**src/rtl/balanced_brace_body_scanner_top_macros.svh**
```systemverilog
// assertion macros for the brace body scanner
`ifndef BALANCED_BRACE_BODY_SCANNER_TOP_MACROS_SVH
`define BALANCED_BRACE_BODY_SCANNER_TOP_MACROS_SVH

`ifndef SYNTHESIS
// same-cycle implication, sampled on clk, off while in reset
`define BBS_ASSERT_SAME(label, ante, cons) \
    label: assert property (@(posedge clk) disable iff (!rst_n) (ante) |-> (cons)) \
        else $error("brace scanner assertion failed");
// next-cycle implication
`define BBS_ASSERT_NEXT(label, ante, cons) \
    label: assert property (@(posedge clk) disable iff (!rst_n) (ante) |=> (cons)) \
        else $error("brace scanner assertion failed");
`else
`define BBS_ASSERT_SAME(label, ante, cons)
`define BBS_ASSERT_NEXT(label, ante, cons)
`endif

`endif

```
**src/rtl/bbs_pkg.sv**
```systemverilog
package bbs_pkg;

    // defaults for the top-level parameters
    localparam int DEPTH_BITS_DEF  = 16;
    localparam int LENGTH_BITS_DEF = 32;

    // width of the reported length
    localparam int OUT_LEN_BITS = 32;

    // queue depth is 2**QUEUE_ADDR_BITS
    localparam int QUEUE_ADDR_BITS = 2;

    // byte classes passed from front to back
    typedef enum logic [3:0] {
        CLS_OTHER,
        CLS_SPACE,
        CLS_NEWLINE,
        CLS_LBRACE,
        CLS_RBRACE,
        CLS_QUOTE,
        CLS_SLASH,
        CLS_STAR,
        CLS_BSLASH,
        CLS_EOI
    } byte_class_t;

    typedef enum logic [1:0] {
        OUT_CONTENT  = 2'd0,
        OUT_EMPTY    = 2'd1,
        OUT_UNCLOSED = 2'd2,
        OUT_OVERFLOW = 2'd3
    } outcome_t;

    typedef struct packed {
        outcome_t                  outcome;
        logic [OUT_LEN_BITS-1:0]   body_length;
    } result_t;

endpackage

```
**src/rtl/balanced_brace_body_scanner_top.sv**
```systemverilog
// brace body scanner: takes the bytes after an opening brace, one request per
// cycle while the input queue is not full, and finds the matching closing brace
// while skipping double-quoted strings (ended by a quote or newline, backslash
// escapes one byte), line comments and nested block comments; one result
// request comes out per body, giving the outcome (content, empty body, unclosed
// at end of input, nesting overflow) and the saturating body length, after
// which the scanner is back at rest; the back-end scanner updates its state
// once per item taken; a result is written into the output queue as the
// scanner takes the closing request off the middle queue; four-entry queues sit
// between front end, scanner and result port, so either side may stall alone

`include "balanced_brace_body_scanner_top_macros.svh"

module balanced_brace_body_scanner_top
    import bbs_pkg::*;
#(
    parameter int DEPTH_BITS  = DEPTH_BITS_DEF,
    parameter int LENGTH_BITS = LENGTH_BITS_DEF
)
(
    input  logic                    clk,
    input  logic                    rst_n,
    // input request queue
    input  logic [7:0]              text_byte,
    input  logic                    end_of_input,
    input  logic                    push,
    output logic                    full,
    // result request queue
    output logic [1:0]              outcome,
    output logic [OUT_LEN_BITS-1:0] body_length,
    output logic                    empty,
    input  logic                    pop
);

    // classified byte between front end and scanner
    byte_class_t front_item;
    byte_class_t mid_item;
    logic [$bits(byte_class_t)-1:0] mid_bits;
    logic        mid_push;
    logic        mid_full;
    logic        mid_pop;
    logic        mid_empty;

    // finished results
    result_t     res_in;
    result_t     res_out;
    logic        res_push;
    logic        out_full;

    // front end: handshake and byte classification
    bbs_front u_front
    (
        .text_byte    (text_byte),
        .end_of_input (end_of_input),
        .push         (push),
        .full         (full),
        .mid_full     (mid_full),
        .mid_push     (mid_push),
        .mid_item     (front_item)
    );

    // decoupling queue of classified bytes
    bbs_fifo #(
        .WIDTH     ($bits(byte_class_t)),
        .ADDR_BITS (QUEUE_ADDR_BITS)
    ) u_mid_q
    (
        .clk     (clk),
        .rst_n   (rst_n),
        .wr_en   (mid_push),
        .wr_data (front_item),
        .full    (mid_full),
        .rd_en   (mid_pop),
        .rd_data (mid_bits),
        .empty   (mid_empty)
    );

    // queue head back to its class
    assign mid_item = byte_class_t'(mid_bits);

    // scanner: lexical modes, brace and comment depth, length count
    bbs_back #(
        .DEPTH_BITS  (DEPTH_BITS),
        .LENGTH_BITS (LENGTH_BITS)
    ) u_back
    (
        .clk       (clk),
        .rst_n     (rst_n),
        .item      (mid_item),
        .mid_empty (mid_empty),
        .mid_pop   (mid_pop),
        .out_full  (out_full),
        .res_push  (res_push),
        .res       (res_in)
    );

    // result queue, the head drives the output ports
    bbs_fifo #(
        .WIDTH     ($bits(result_t)),
        .ADDR_BITS (QUEUE_ADDR_BITS)
    ) u_out_q
    (
        .clk     (clk),
        .rst_n   (rst_n),
        .wr_en   (res_push),
        .wr_data (res_in),
        .full    (out_full),
        .rd_en   (pop && !empty),
        .rd_data (res_out),
        .empty   (empty)
    );

    assign outcome     = res_out.outcome;
    assign body_length = res_out.body_length;

    // a result only ever comes from a byte taken off the middle queue
    `BBS_ASSERT_SAME(a_result_needs_item, res_push, mid_pop)
    // the scanner never reads an empty middle queue
    `BBS_ASSERT_SAME(a_no_read_empty, mid_pop, !mid_empty)
    // a result is never pushed into a full result queue
    `BBS_ASSERT_SAME(a_no_result_overrun, res_push, !out_full)
    // an accepted request is waiting in the middle queue on the next cycle
    `BBS_ASSERT_NEXT(a_accept_lands, push && !full, !mid_empty)

endmodule

```
**src/rtl/bbs_fifo.sv**
```systemverilog
module bbs_fifo
    import bbs_pkg::*;
#(
    parameter int WIDTH     = 8,
    parameter int ADDR_BITS = QUEUE_ADDR_BITS
)
(
    input  logic             clk,
    input  logic             rst_n,
    input  logic             wr_en,
    input  logic [WIDTH-1:0] wr_data,
    output logic             full,
    input  logic             rd_en,
    output logic [WIDTH-1:0] rd_data,
    output logic             empty
);

    localparam int ENTRIES = 1 << ADDR_BITS;

    logic [WIDTH-1:0]     mem [ENTRIES];
    logic [ADDR_BITS-1:0] wr_ptr_reg;
    logic [ADDR_BITS-1:0] rd_ptr_reg;
    logic [ADDR_BITS:0]   count_reg;
    logic [ADDR_BITS:0]   count_next;

    assign full    = (count_reg == (ADDR_BITS+1)'(ENTRIES));
    assign empty   = (count_reg == '0);
    assign rd_data = mem[rd_ptr_reg];

    always_comb
    begin
        count_next = count_reg;
        if (wr_en && !rd_en)
        begin
            count_next = count_reg + 1'b1;
        end
        else if (rd_en && !wr_en)
        begin
            count_next = count_reg - 1'b1;
        end
    end

    always_ff @(posedge clk)
    begin
        if (wr_en)
        begin
            mem[wr_ptr_reg] <= wr_data;
        end
    end

    always_ff @(posedge clk or negedge rst_n)
    begin
        if (!rst_n)
        begin
            wr_ptr_reg <= '0;
            rd_ptr_reg <= '0;
            count_reg  <= '0;
        end
        else
        begin
            if (wr_en)
            begin
                wr_ptr_reg <= wr_ptr_reg + 1'b1;
            end
            if (rd_en)
            begin
                rd_ptr_reg <= rd_ptr_reg + 1'b1;
            end
            count_reg <= count_next;
        end
    end

endmodule

```
**src/rtl/bbs_front.sv**
```systemverilog
module bbs_front
    import bbs_pkg::*;
(
    input  logic        [7:0] text_byte,
    input  logic              end_of_input,
    input  logic              push,
    output logic              full,
    input  logic              mid_full,
    output logic              mid_push,
    output byte_class_t       mid_item
);

    localparam logic [7:0] CHAR_TAB     = 8'h09;
    localparam logic [7:0] CHAR_NEWLINE = 8'h0A;
    localparam logic [7:0] CHAR_VTAB    = 8'h0B;
    localparam logic [7:0] CHAR_FF      = 8'h0C;
    localparam logic [7:0] CHAR_CR      = 8'h0D;
    localparam logic [7:0] CHAR_SPACE   = 8'h20;
    localparam logic [7:0] CHAR_QUOTE   = 8'h22;
    localparam logic [7:0] CHAR_STAR    = 8'h2A;
    localparam logic [7:0] CHAR_SLASH   = 8'h2F;
    localparam logic [7:0] CHAR_BSLASH  = 8'h5C;
    localparam logic [7:0] CHAR_LBRACE  = 8'h7B;
    localparam logic [7:0] CHAR_RBRACE  = 8'h7D;

    assign full     = mid_full;
    assign mid_push = push && !mid_full;

    // end of input wins over the byte
    always_comb
    begin
        if (end_of_input)
        begin
            mid_item = CLS_EOI;
        end
        else
        begin
            unique case (text_byte)
                CHAR_LBRACE:  mid_item = CLS_LBRACE;
                CHAR_RBRACE:  mid_item = CLS_RBRACE;
                CHAR_QUOTE:   mid_item = CLS_QUOTE;
                CHAR_SLASH:   mid_item = CLS_SLASH;
                CHAR_STAR:    mid_item = CLS_STAR;
                CHAR_BSLASH:  mid_item = CLS_BSLASH;
                CHAR_NEWLINE: mid_item = CLS_NEWLINE;
                CHAR_TAB, CHAR_VTAB, CHAR_FF, CHAR_CR, CHAR_SPACE:
                              mid_item = CLS_SPACE;
                default:      mid_item = CLS_OTHER;
            endcase
        end
    end

endmodule

```
**src/rtl/bbs_back.sv**
```systemverilog
module bbs_back
    import bbs_pkg::*;
#(
    parameter int DEPTH_BITS  = DEPTH_BITS_DEF,
    parameter int LENGTH_BITS = LENGTH_BITS_DEF
)
(
    input  logic        clk,
    input  logic        rst_n,
    input  byte_class_t item,
    input  logic        mid_empty,
    output logic        mid_pop,
    input  logic        out_full,
    output logic        res_push,
    output result_t     res
);

    typedef enum logic [2:0] {
        M_CODE,
        M_SLASH,
        M_LINE,
        M_STR,
        M_STR_ESC,
        M_BLK,
        M_BLK_SLASH,
        M_BLK_STAR
    } mode_t;

    localparam logic [DEPTH_BITS-1:0]  DEPTH_MAX = '1;
    localparam logic [DEPTH_BITS-1:0]  DEPTH_ONE = DEPTH_BITS'(1);
    localparam logic [LENGTH_BITS-1:0] COUNT_MAX = '1;

    mode_t                  mode_reg, mode_next;
    logic [DEPTH_BITS-1:0]  depth_reg, depth_next;
    logic [DEPTH_BITS-1:0]  cdepth_reg, cdepth_next;
    logic                   content_reg, content_next;
    logic [LENGTH_BITS-1:0] count_reg, count_next;
    logic                   code_b;
    logic                   fin;
    outcome_t               fin_code;
    logic [OUT_LEN_BITS-1:0] len_out;

    // one item per cycle while the result queue has room
    assign mid_pop  = !mid_empty && !out_full;
    assign res_push = mid_pop && fin;

    generate
        if (LENGTH_BITS > OUT_LEN_BITS)
        begin : g_len_sat
            assign len_out = (|count_reg[LENGTH_BITS-1:OUT_LEN_BITS]) ? '1
                                                                       : count_reg[OUT_LEN_BITS-1:0];
        end
        else
        begin : g_len_ext
            assign len_out = OUT_LEN_BITS'(count_reg);
        end
    endgenerate

    assign res.outcome     = fin_code;
    assign res.body_length = len_out;

    always_comb
    begin
        mode_next    = mode_reg;
        depth_next   = depth_reg;
        cdepth_next  = cdepth_reg;
        content_next = content_reg;
        count_next   = count_reg;
        code_b       = 1'b0;
        fin          = 1'b0;
        fin_code     = OUT_CONTENT;

        if (mid_pop)
        begin
            if (count_reg != COUNT_MAX)
            begin
                count_next = count_reg + 1'b1;
            end

            if (item == CLS_EOI)
            begin
                fin      = 1'b1;
                fin_code = OUT_UNCLOSED;
            end
            else
            begin
                unique case (mode_reg)
                    M_CODE:
                    begin
                        code_b = 1'b1;
                    end
                    M_SLASH:
                    begin
                        if (item == CLS_SLASH)
                        begin
                            mode_next = M_LINE;
                        end
                        else if (item == CLS_STAR)
                        begin
                            mode_next   = M_BLK;
                            cdepth_next = DEPTH_ONE;
                        end
                        else
                        begin
                            mode_next = M_CODE;
                            code_b    = 1'b1;
                        end
                    end
                    M_LINE:
                    begin
                        // the newline itself is whitespace in code
                        if (item == CLS_NEWLINE)
                        begin
                            mode_next = M_CODE;
                        end
                    end
                    M_STR:
                    begin
                        if (item == CLS_QUOTE || item == CLS_NEWLINE)
                        begin
                            mode_next = M_CODE;
                        end
                        else if (item == CLS_BSLASH)
                        begin
                            mode_next = M_STR_ESC;
                        end
                    end
                    M_STR_ESC:
                    begin
                        mode_next = M_STR;
                    end
                    M_BLK:
                    begin
                        if (item == CLS_SLASH)
                        begin
                            mode_next = M_BLK_SLASH;
                        end
                        else if (item == CLS_STAR)
                        begin
                            mode_next = M_BLK_STAR;
                        end
                    end
                    M_BLK_SLASH:
                    begin
                        if (item == CLS_STAR)
                        begin
                            if (cdepth_reg == DEPTH_MAX)
                            begin
                                fin      = 1'b1;
                                fin_code = OUT_OVERFLOW;
                            end
                            else
                            begin
                                cdepth_next = cdepth_reg + 1'b1;
                                mode_next   = M_BLK;
                            end
                        end
                        else if (item != CLS_SLASH)
                        begin
                            mode_next = M_BLK;
                        end
                    end
                    M_BLK_STAR:
                    begin
                        if (item == CLS_SLASH)
                        begin
                            if (cdepth_reg <= DEPTH_ONE)
                            begin
                                cdepth_next = '0;
                                mode_next   = M_CODE;
                            end
                            else
                            begin
                                cdepth_next = cdepth_reg - 1'b1;
                                mode_next   = M_BLK;
                            end
                        end
                        else if (item != CLS_STAR)
                        begin
                            mode_next = M_BLK;
                        end
                    end
                endcase

                if (code_b)
                begin
                    unique case (item)
                        CLS_RBRACE:
                        begin
                            if (depth_reg <= DEPTH_ONE)
                            begin
                                fin      = 1'b1;
                                fin_code = content_reg ? OUT_CONTENT : OUT_EMPTY;
                            end
                            else
                            begin
                                depth_next = depth_reg - 1'b1;
                            end
                        end
                        CLS_LBRACE:
                        begin
                            if (depth_reg == DEPTH_MAX)
                            begin
                                fin      = 1'b1;
                                fin_code = OUT_OVERFLOW;
                            end
                            else
                            begin
                                depth_next = depth_reg + 1'b1;
                            end
                        end
                        CLS_QUOTE:
                        begin
                            content_next = 1'b1;
                            mode_next    = M_STR;
                        end
                        CLS_SLASH:
                        begin
                            content_next = 1'b1;
                            mode_next    = M_SLASH;
                        end
                        CLS_SPACE, CLS_NEWLINE:
                        begin
                        end
                        default:
                        begin
                            content_next = 1'b1;
                        end
                    endcase
                end
            end

            // back to rest after every result
            if (fin)
            begin
                mode_next    = M_CODE;
                depth_next   = DEPTH_ONE;
                cdepth_next  = '0;
                content_next = 1'b0;
                count_next   = '0;
            end
        end
    end

    always_ff @(posedge clk or negedge rst_n)
    begin
        if (!rst_n)
        begin
            mode_reg    <= M_CODE;
            depth_reg   <= DEPTH_ONE;
            cdepth_reg  <= '0;
            content_reg <= 1'b0;
            count_reg   <= '0;
        end
        else
        begin
            mode_reg    <= mode_next;
            depth_reg   <= depth_next;
            cdepth_reg  <= cdepth_next;
            content_reg <= content_next;
            count_reg   <= count_next;
        end
    end

endmodule
```
**config.mk**
```make
export PLATFORM = sky130hd
export DESIGN_NAME = balanced_brace_body_scanner_top
export DESIGN_NICKNAME = d
export VERILOG_FILES = /design/src/rtl/bbs_pkg.sv /design/src/rtl/balanced_brace_body_scanner_top.sv /design/src/rtl/bbs_fifo.sv /design/src/rtl/bbs_front.sv /design/src/rtl/bbs_back.sv
export VERILOG_INCLUDE_DIRS = /design/src /design/src/rtl
export SDC_FILE = /design/constraint.sdc
export NUM_CORES = 1
export LEC_CHECK = 0
export BUFFER_PORTS_ARGS = -buffer_cell sky130_fd_sc_hd__buf_4
export CORE_UTILIZATION = 50
export CTS_CLUSTER_DIAMETER = 30
export DETAILED_ROUTE_END_ITERATION = 10
export PLACE_DENSITY_LB_ADDON = 0.12
export SLEW_MARGIN = 20
export SYNTH_ARGS = -nofsm -noshare
export SYNTH_HDL_FRONTEND = slang
export SYNTH_SLANG_ARGS = --single-unit
```
**constraint.sdc**
```tcl
create_clock -name clk -period 5.6 [get_ports clk]
set_input_delay 0.56 -clock clk [delete_from_list [all_inputs] [get_ports clk]]
set_output_delay 0.56 -clock clk [all_outputs]
set_load 0.05 [all_outputs]
```
; ---- Word level (Yosys, flattened, before mapping)
; Memory sizes are Yosys's and may differ from the RTL's.
; Cells that the tools add are included.
; W data, S select, Z words.
[classes]
n_reduce_logical = 33
eq_ne = 44
addsub = 13
magnitude_cmp = 2
mux = 74
[op_table]
columns = operator, count
row1 = $mux W16, 13
row2 = $mux W32, 2
row3 = $mux W3, 20
row4 = $pmux W16 S3, 1
row5 = $eq A8 B4 Y1 const B, 5
row6 = $add A16 B1 Y16 const B, 2
row7 = $add A32 B1 Y32 const B, 1
row8 = $eq A16 B16 Y1 const B, 2
row9 = $eq A8 B6 Y1 const B, 4
row10 = $le A16 B1 Y1 const B, 2
row11 = $ne A32 B32 Y1 const B, 1
row12 = $pmux W16 S2, 1
row13 = $pmux W4 S8, 1
row14 = $sub A16 B1 Y16 const B, 2
row15 = $eq A8 B7 Y1 const B, 3
row16 = $mux W1, 22
row17 = $pmux W3 S7, 1
row18 = $eq A3 B3 Y1 const B, 6
row19 = $eq A4 B3 Y1 const B, 4
row20 = $mux W2, 8
row21 = $ne A3 B3 Y1 const B, 4
row22 = $logic_not A3 Y1, 3
row23 = $ne A3 B1 Y1 const B, 3
row24 = $add A2 B1 Y2 const B, 4
row25 = 26 further kinds, 51
[totals]
ram_bits = 152
out_inout_bits = 36
memories = 2
input_bits = 13
word_cells = 179
register_bits = 82
[memory_table]
columns = memory, words, width, read_ports, rd_ports_with_merged_regs, wr, line_no
row1 = u_out_q.mem, 4, 34, 1, 0, 1, bbs_fifo.sv:20  ; logic [WIDTH-1:0] mem [ENTRIES];
row2 = u_mid_q.mem, 4, 4, 1, 0, 1, bbs_fifo.sv:20

; ---- Logic depth before layout (Yosys ltp)
; An unclocked memory read counts as a cell.
[logic_depth]
depth_word = 16
depth_mapped = 16
mapped_depth_nobuf = 13

; ---- Modules after synthesis
; A second synthesis with hierarchy kept.
[hier_totals]
cells_unflattened = 912
area_unflattened_um2 = 11567.3
[by_module_without_submodules]
columns = mod, seq_area_each_um2, cells_each, area_per_inst_um2, instances
row1 = bbs_fifo at u_out_q, 4259.1, 212, 5353.9, 1
row2 = bbs_back, 1702.9, 619, 5037.3, 1
row3 = bbs_fifo at u_mid_q, 655.6, 55, 972.2, 1
row4 = bbs_front, 0.0, 25, 190.2, 1
row5 = balanced_brace_body_scanner_top, 0.0, 1, 13.8, 1

; ---- Worst setup path after synthesis
; No wires, ideal clock.
[synth_timing]
path_type = flip-flop to flip-flop
startpoint = register u_back.cdepth_reg[0]
endpoint = register u_out_q.count_reg[2]
setup_ps = 79
slack_ps = 2158
t_required_ps = 5521
synth_period_minus_slack_ps = 3442
path_stages_with_launch = 16
arrival_time_ps = 3363
path_buffers = 2
cell_sequence = dfrtp_1 > ha_1 > nand3_1 > nor4_1 > nand3_1 > o21a_1 > a2bb2oi_2 > inv_2 > buf_2 > buf_2 > ha_1 > inv_1 > fa_1 > xor2_1 > nor2_1 > xor2_1
[synth_between]
elab_chain_len = 14
elab_cells_between_ends = 17
classes_between = 1 x eq/ne / 11 x mux / 5 x reduce/logical
[synth_lines]
columns = item, line_no
row1 = start: declaration, bbs_back.sv:35  ; logic [DEPTH_BITS-1:0] cdepth_reg, cdepth_next;
row2 = start signal: assignment, bbs_back.sv:259  ; cdepth_reg <= cdepth_next;
row3 = $eq A16 B16 Y1 (*), bbs_back.sv:147  ; if (cdepth_reg == DEPTH_MAX)
row4 = $mux W1 (*), bbs_back.sv:147
row5 = $mux W1 (*), bbs_back.sv:145  ; if (item == CLS_STAR)
row6 = $mux W1 (*), bbs_back.sv:87  ; unique case (mode_reg)
row7 = $mux W1 (on tied branches), "bbs_back.sv:202, bbs_back.sv:190"
row8 = $pmux W1 S2, bbs_back.sv:187  ; unique case (item)
row9 = $mux W1 (*), bbs_back.sv:185  ; if (code_b)
row10 = $mux W1 (*), bbs_back.sv:80  ; if (item == CLS_EOI)
row11 = $mux W1 (*) (2 in series), bbs_back.sv:73  ; if (mid_pop)
row12 = $logic_and A1 B1 Y1 (*), bbs_back.sv:45  ; assign res_push = mid_pop && fin;
row13 = net res_push, balanced_brace_body_scanner_top.sv:47  ; logic res_push;
row14 = $logic_not A1 Y1, bbs_fifo.sv:37  ; else if (rd_en && !wr_en)
row15 = $logic_and A1 B1 Y1, bbs_fifo.sv:37
row16 = $reduce_bool A2 Y1 (no source line), --
row17 = end signal: assignment, bbs_fifo.sv:69  ; count_reg <= count_next;
row18 = end: declaration, bbs_fifo.sv:23  ; logic [ADDR_BITS:0] count_reg;
; Mark *: on every way through the listed nets, which the timed path passes. The rest lies on a longest branch. The select of a mux whose other input is x is not followed.
; A chain may end at the register's enable or synchronous reset.

; ---- Final worst setup path
[layout_timing]
startpoint = register u_back.cdepth_reg[0]
endpoint = register u_out_q.count_reg[2]
[layout_between]
elab_chain_len = 14
elab_cells_between_ends = 17
classes_between = 1 x eq/ne / 11 x mux / 5 x reduce/logical
[layout_lines]
columns = item, line_no
row1 = $eq A16 B16 Y1 (*), bbs_back.sv:147
row2 = $mux W1 (*), bbs_back.sv:147
row3 = $mux W1 (*), bbs_back.sv:145
row4 = $mux W1 (*), bbs_back.sv:87
row5 = $mux W1 (on tied branches), "bbs_back.sv:202, bbs_back.sv:190"
row6 = $pmux W1 S2, bbs_back.sv:187
row7 = $mux W1 (*), bbs_back.sv:185
row8 = $mux W1 (*), bbs_back.sv:80
row9 = $mux W1 (*) (2 in series), bbs_back.sv:73
row10 = $logic_and A1 B1 Y1 (*), bbs_back.sv:45
row11 = $logic_not A1 Y1, bbs_fifo.sv:37
row12 = $logic_and A1 B1 Y1, bbs_fifo.sv:37
row13 = $reduce_bool A2 Y1 (no source line), --
; Mark *: on every way between the ends. The rest lies on a longest branch, timed or not. The select of a mux whose other input is x is not followed.

==> metrics.cfg <==
[status]
outcome=finished, final reports clean

[floorplanning]
fp.dieW_um=151.7
die_y_um=151.7
rows=54
io_pins=49
core_area_um2=21890
start_util_pct=51.22
dieArea_um2=23030

[detailed_routing]
vias=7370
drt_iter0_drc=400
antenna_left=0
dr.pass1.iters=5
viasPerCell=5.868
post_drt_wl_per_cell_um=18.25
routed_wl_um=22920
drc=0

[power]
p_leak_uw=0.005056
vdd_drop_max_v=0.0002694
total_power_uw=7835
p_per_area_nw_per_um2=586.9

[critical_path]
crit_buf_inv=3
startpoint_type=flop
r2r-start=u_back.cdepth_reg[0]$_DFFE_PN0P_
endpoint_kind=flop
path_max_fanout=32
reg2reg_to=u_out_q.count_reg[2]$_DFFE_PN0P_
rr_worst_depth=14
worstPathArrival_ps=4840
cp.depth=14
crit_start=u_back.cdepth_reg[0]$_DFFE_PN0P_
endpoint=u_out_q.count_reg[2]$_DFFE_PN0P_
cp_top_family=simple AND/OR/NAND/NOR gates
r2r_setup_slack_ps=1190
slowest_delay_ps=850
required_ps=6030
path_class=reg2reg
crit_chain=ha_1, nand3_1, nor4_1, nand3_1, o21a_1, a2bb2oi_2, buf_4, inv_2, ha_1, inv_1, fa_1, xor2_1, nor2_1, xor2_1
crit_slowest_cell=nor4_1

[yosys]
postSynthAreaPerCell_um2=12.74
async_flop_share_pct=35.04
synth_fp_nets=912
synth_top_cell_by_area=edfxtp_1
synth_xor_area_share_pct=4.140
ys_types=79
ys.flop_type=edfxtp_1
netlist.area_leader.share_pct=40.71
ys_seq_elements=234
netlist_area_um2=11210
synth_edf_count=152
synth_compound_area_share_pct=8.872
synth_top_family_by_area=simple AND/OR/NAND/NOR gates
synth_cells=880
yosys_warnings=0
yosys.area_share.simple_pct=14.73
synthTopCellsByArea=edfxtp_1 41%, dfrtp_1 18%, mux4_2 7.6%
synth.mux.area_fraction_pct=8.392
yosysSeqAreaShare_pct=59.02
synthAdderAreaFrac_pct=2.254

[clock_network]
clock-sinks=234
clockBufferDepth=3
cts.clk_slew.worst_paths_ps=50
cts_tree=yes
root_buffer=clkbuf_16
htreeDepth=2
numCtsBuffers=46
clock_latency_ps=520
hold_buffers=1
postCtsSetupBuffers=0
cts_resized=0

[timing]
finalClockSkew_ps=17.51
finalCriticalPeriod_ps=4409
worst_slew_pin_slew_ps=950.2
final.setup.tns_ps=0
setup_violations=0
holdWs_ps=374.0
slew_headroom_pct=36.07
rsz0062_at_grt=no
hold_viol=0
timing.final.max_slew_violations=0
fmax_mhz=226.8
min_period_over_period_pct=78.74

[global_route]
track_usage_pct=21.00
grt_pass1_vias=7428
grt_overflow=0
grt_antenna_before_repair=0
grt_max_degree=81
grt_pass1_wl_um=37650

[layout]
largest_reg_flops=136
drive_gt1_share_pct=19.36
fin_cells=1256
fin_area_um2=13350
areaGrowthSynthToFinish_pct=19.06
finalNetCount=973
nFillCells=1692
n_antenna_cell=0

[place]
portBuffers=48
routabilityCongestion=0.8617
dp_cells=1172
dpl_cell_area_um2=11810
hpwl_um=14010

[run]
cap_violations=0

[worst_hold_path]
hold_path_class=in2async

==> kinds of logic (layout without fill, tap and decap cells) <==
kind of cell	Yosys count	in the layout
and+or+nand+nor	319	319
DFF	234	234
AOI/OAI and AO/OA	141	141
buffers and inverters	68	164
xor gates and xnor gates	53	53
muxes	46	46
adders and majority gates	19	19
==> cell type report <==
class	instances	area (um2)	area share, %
sequential	234	6619	49.58
multi-input combinational	578	4309	32.28
clock buffer	58	1226	9.185
timing repair buffer	64	486.7	3.646
tap	280	350.3	2.624
clock inverter	25	294.0	2.203
inverter	17	63.81	0.4780
==> cells in the final DEF (no fill, tap or decap), drive strengths merged, types with 4 or more instances in the layout <==
cell,Yosys,routed
a31oi,5,5
nand2b,6,6
buf,14,63
inv,17,19
o31ai,7,7
dfrtp,81,81
o22ai,16,16
and3,11,11
a211oi,6,6
edfxtp,152,152
o21ai,26,26
a21o,4,4
ha,17,17
or3,10,10
mux2,4,4
xnor2,13,13
nand4,14,14
a21boi,4,4
nand3b,4,4
nor3,19,19
and4,11,11
and2,18,18
nand2,65,65
o221ai,4,4
a21oi,26,26
mux2i,4,4
nor4,7,7
bufinv,0,6
a311oi,4,4
nand3,42,42
nor2b,8,8
clkinv,0,14
xor2,40,40
or4,6,6
nor2,83,83
clkbuf,37,58
mux4,38,38
o211ai,9,9
==> metal layers <==
metal | vias up | global-route usage (%) | wire length [um]
met3 | 35 | 3.802 | 1019
met5 | - | 0 | 0
met2 | 192 | 36.70 | 11830
li1 | 3483 | - | -
met1 | 3660 | 26.15 | 9644
met4 | 0 | 7.178 | 421
==> metrics by stage <==
| stage | utilization (%) | setup WS, ps |
|---|---|---|
| after global routing | 60.98 | 906.3 |
| after detailed placement | 53.95 | 1196 |
| after CTS | 60.94 | 1134 |
| after floorplan | - | 2158 |
| final | 60.98 | 1191 |
| after global placement | 53.95 | 1332 |
==> where the power goes <==
part           leakage (uW)  switching, uW  internal [uW]
Clock              0.000737            833           1810
Combinational       0.00187           1720            989
Sequential          0.00245            236           2240
Total               0.00506           2790           5040
==> cell usage after synthesis (4+ instances only) <==
master,n
a21o_1,4
o21ai_1,5
and4_1,11
mux2i_1,4
mux4_2,38
and2_1,18
edfxtp_1,152
a31oi_1,5
nand3b_1,4
a311oi_1,4
nor4_1,7
xnor2_1,13
o22ai_1,16
and3_1,11
buf_2,10
clkbuf_1,37
nor2b_1,8
o31ai_1,7
o221ai_1,4
o21ai_0,21
or3_1,10
nor2_1,83
nand4_1,14
inv_1,16
a21oi_1,25
nor3_1,19
nand3_1,42
nand2_1,64
dfrtp_1,81
xor2_1,40
a211oi_1,5
o211ai_1,9
ha_1,17
or4_1,4
nand2b_1,6
==> worst min path at each step <==
stage,depth (start not counted),end,slack (ps),startpoint
global placement,1,u_back.count_reg[10]$_DFFE_PN0P_,350,rst_n
global route,2,u_back.count_reg[8]$_DFFE_PN0P_,360,rst_n
detailed placement,1,u_back.count_reg[8]$_DFFE_PN0P_,350,rst_n
finish,2,u_back.count_reg[10]$_DFFE_PN0P_,370,rst_n
floorplan,0,u_back.cdepth_reg[0]$_DFFE_PN0P_,260,rst_n
CTS,2,u_back.count_reg[10]$_DFFE_PN0P_,360,rst_n
No activity file was read; power rests on OpenSTA's default activity.
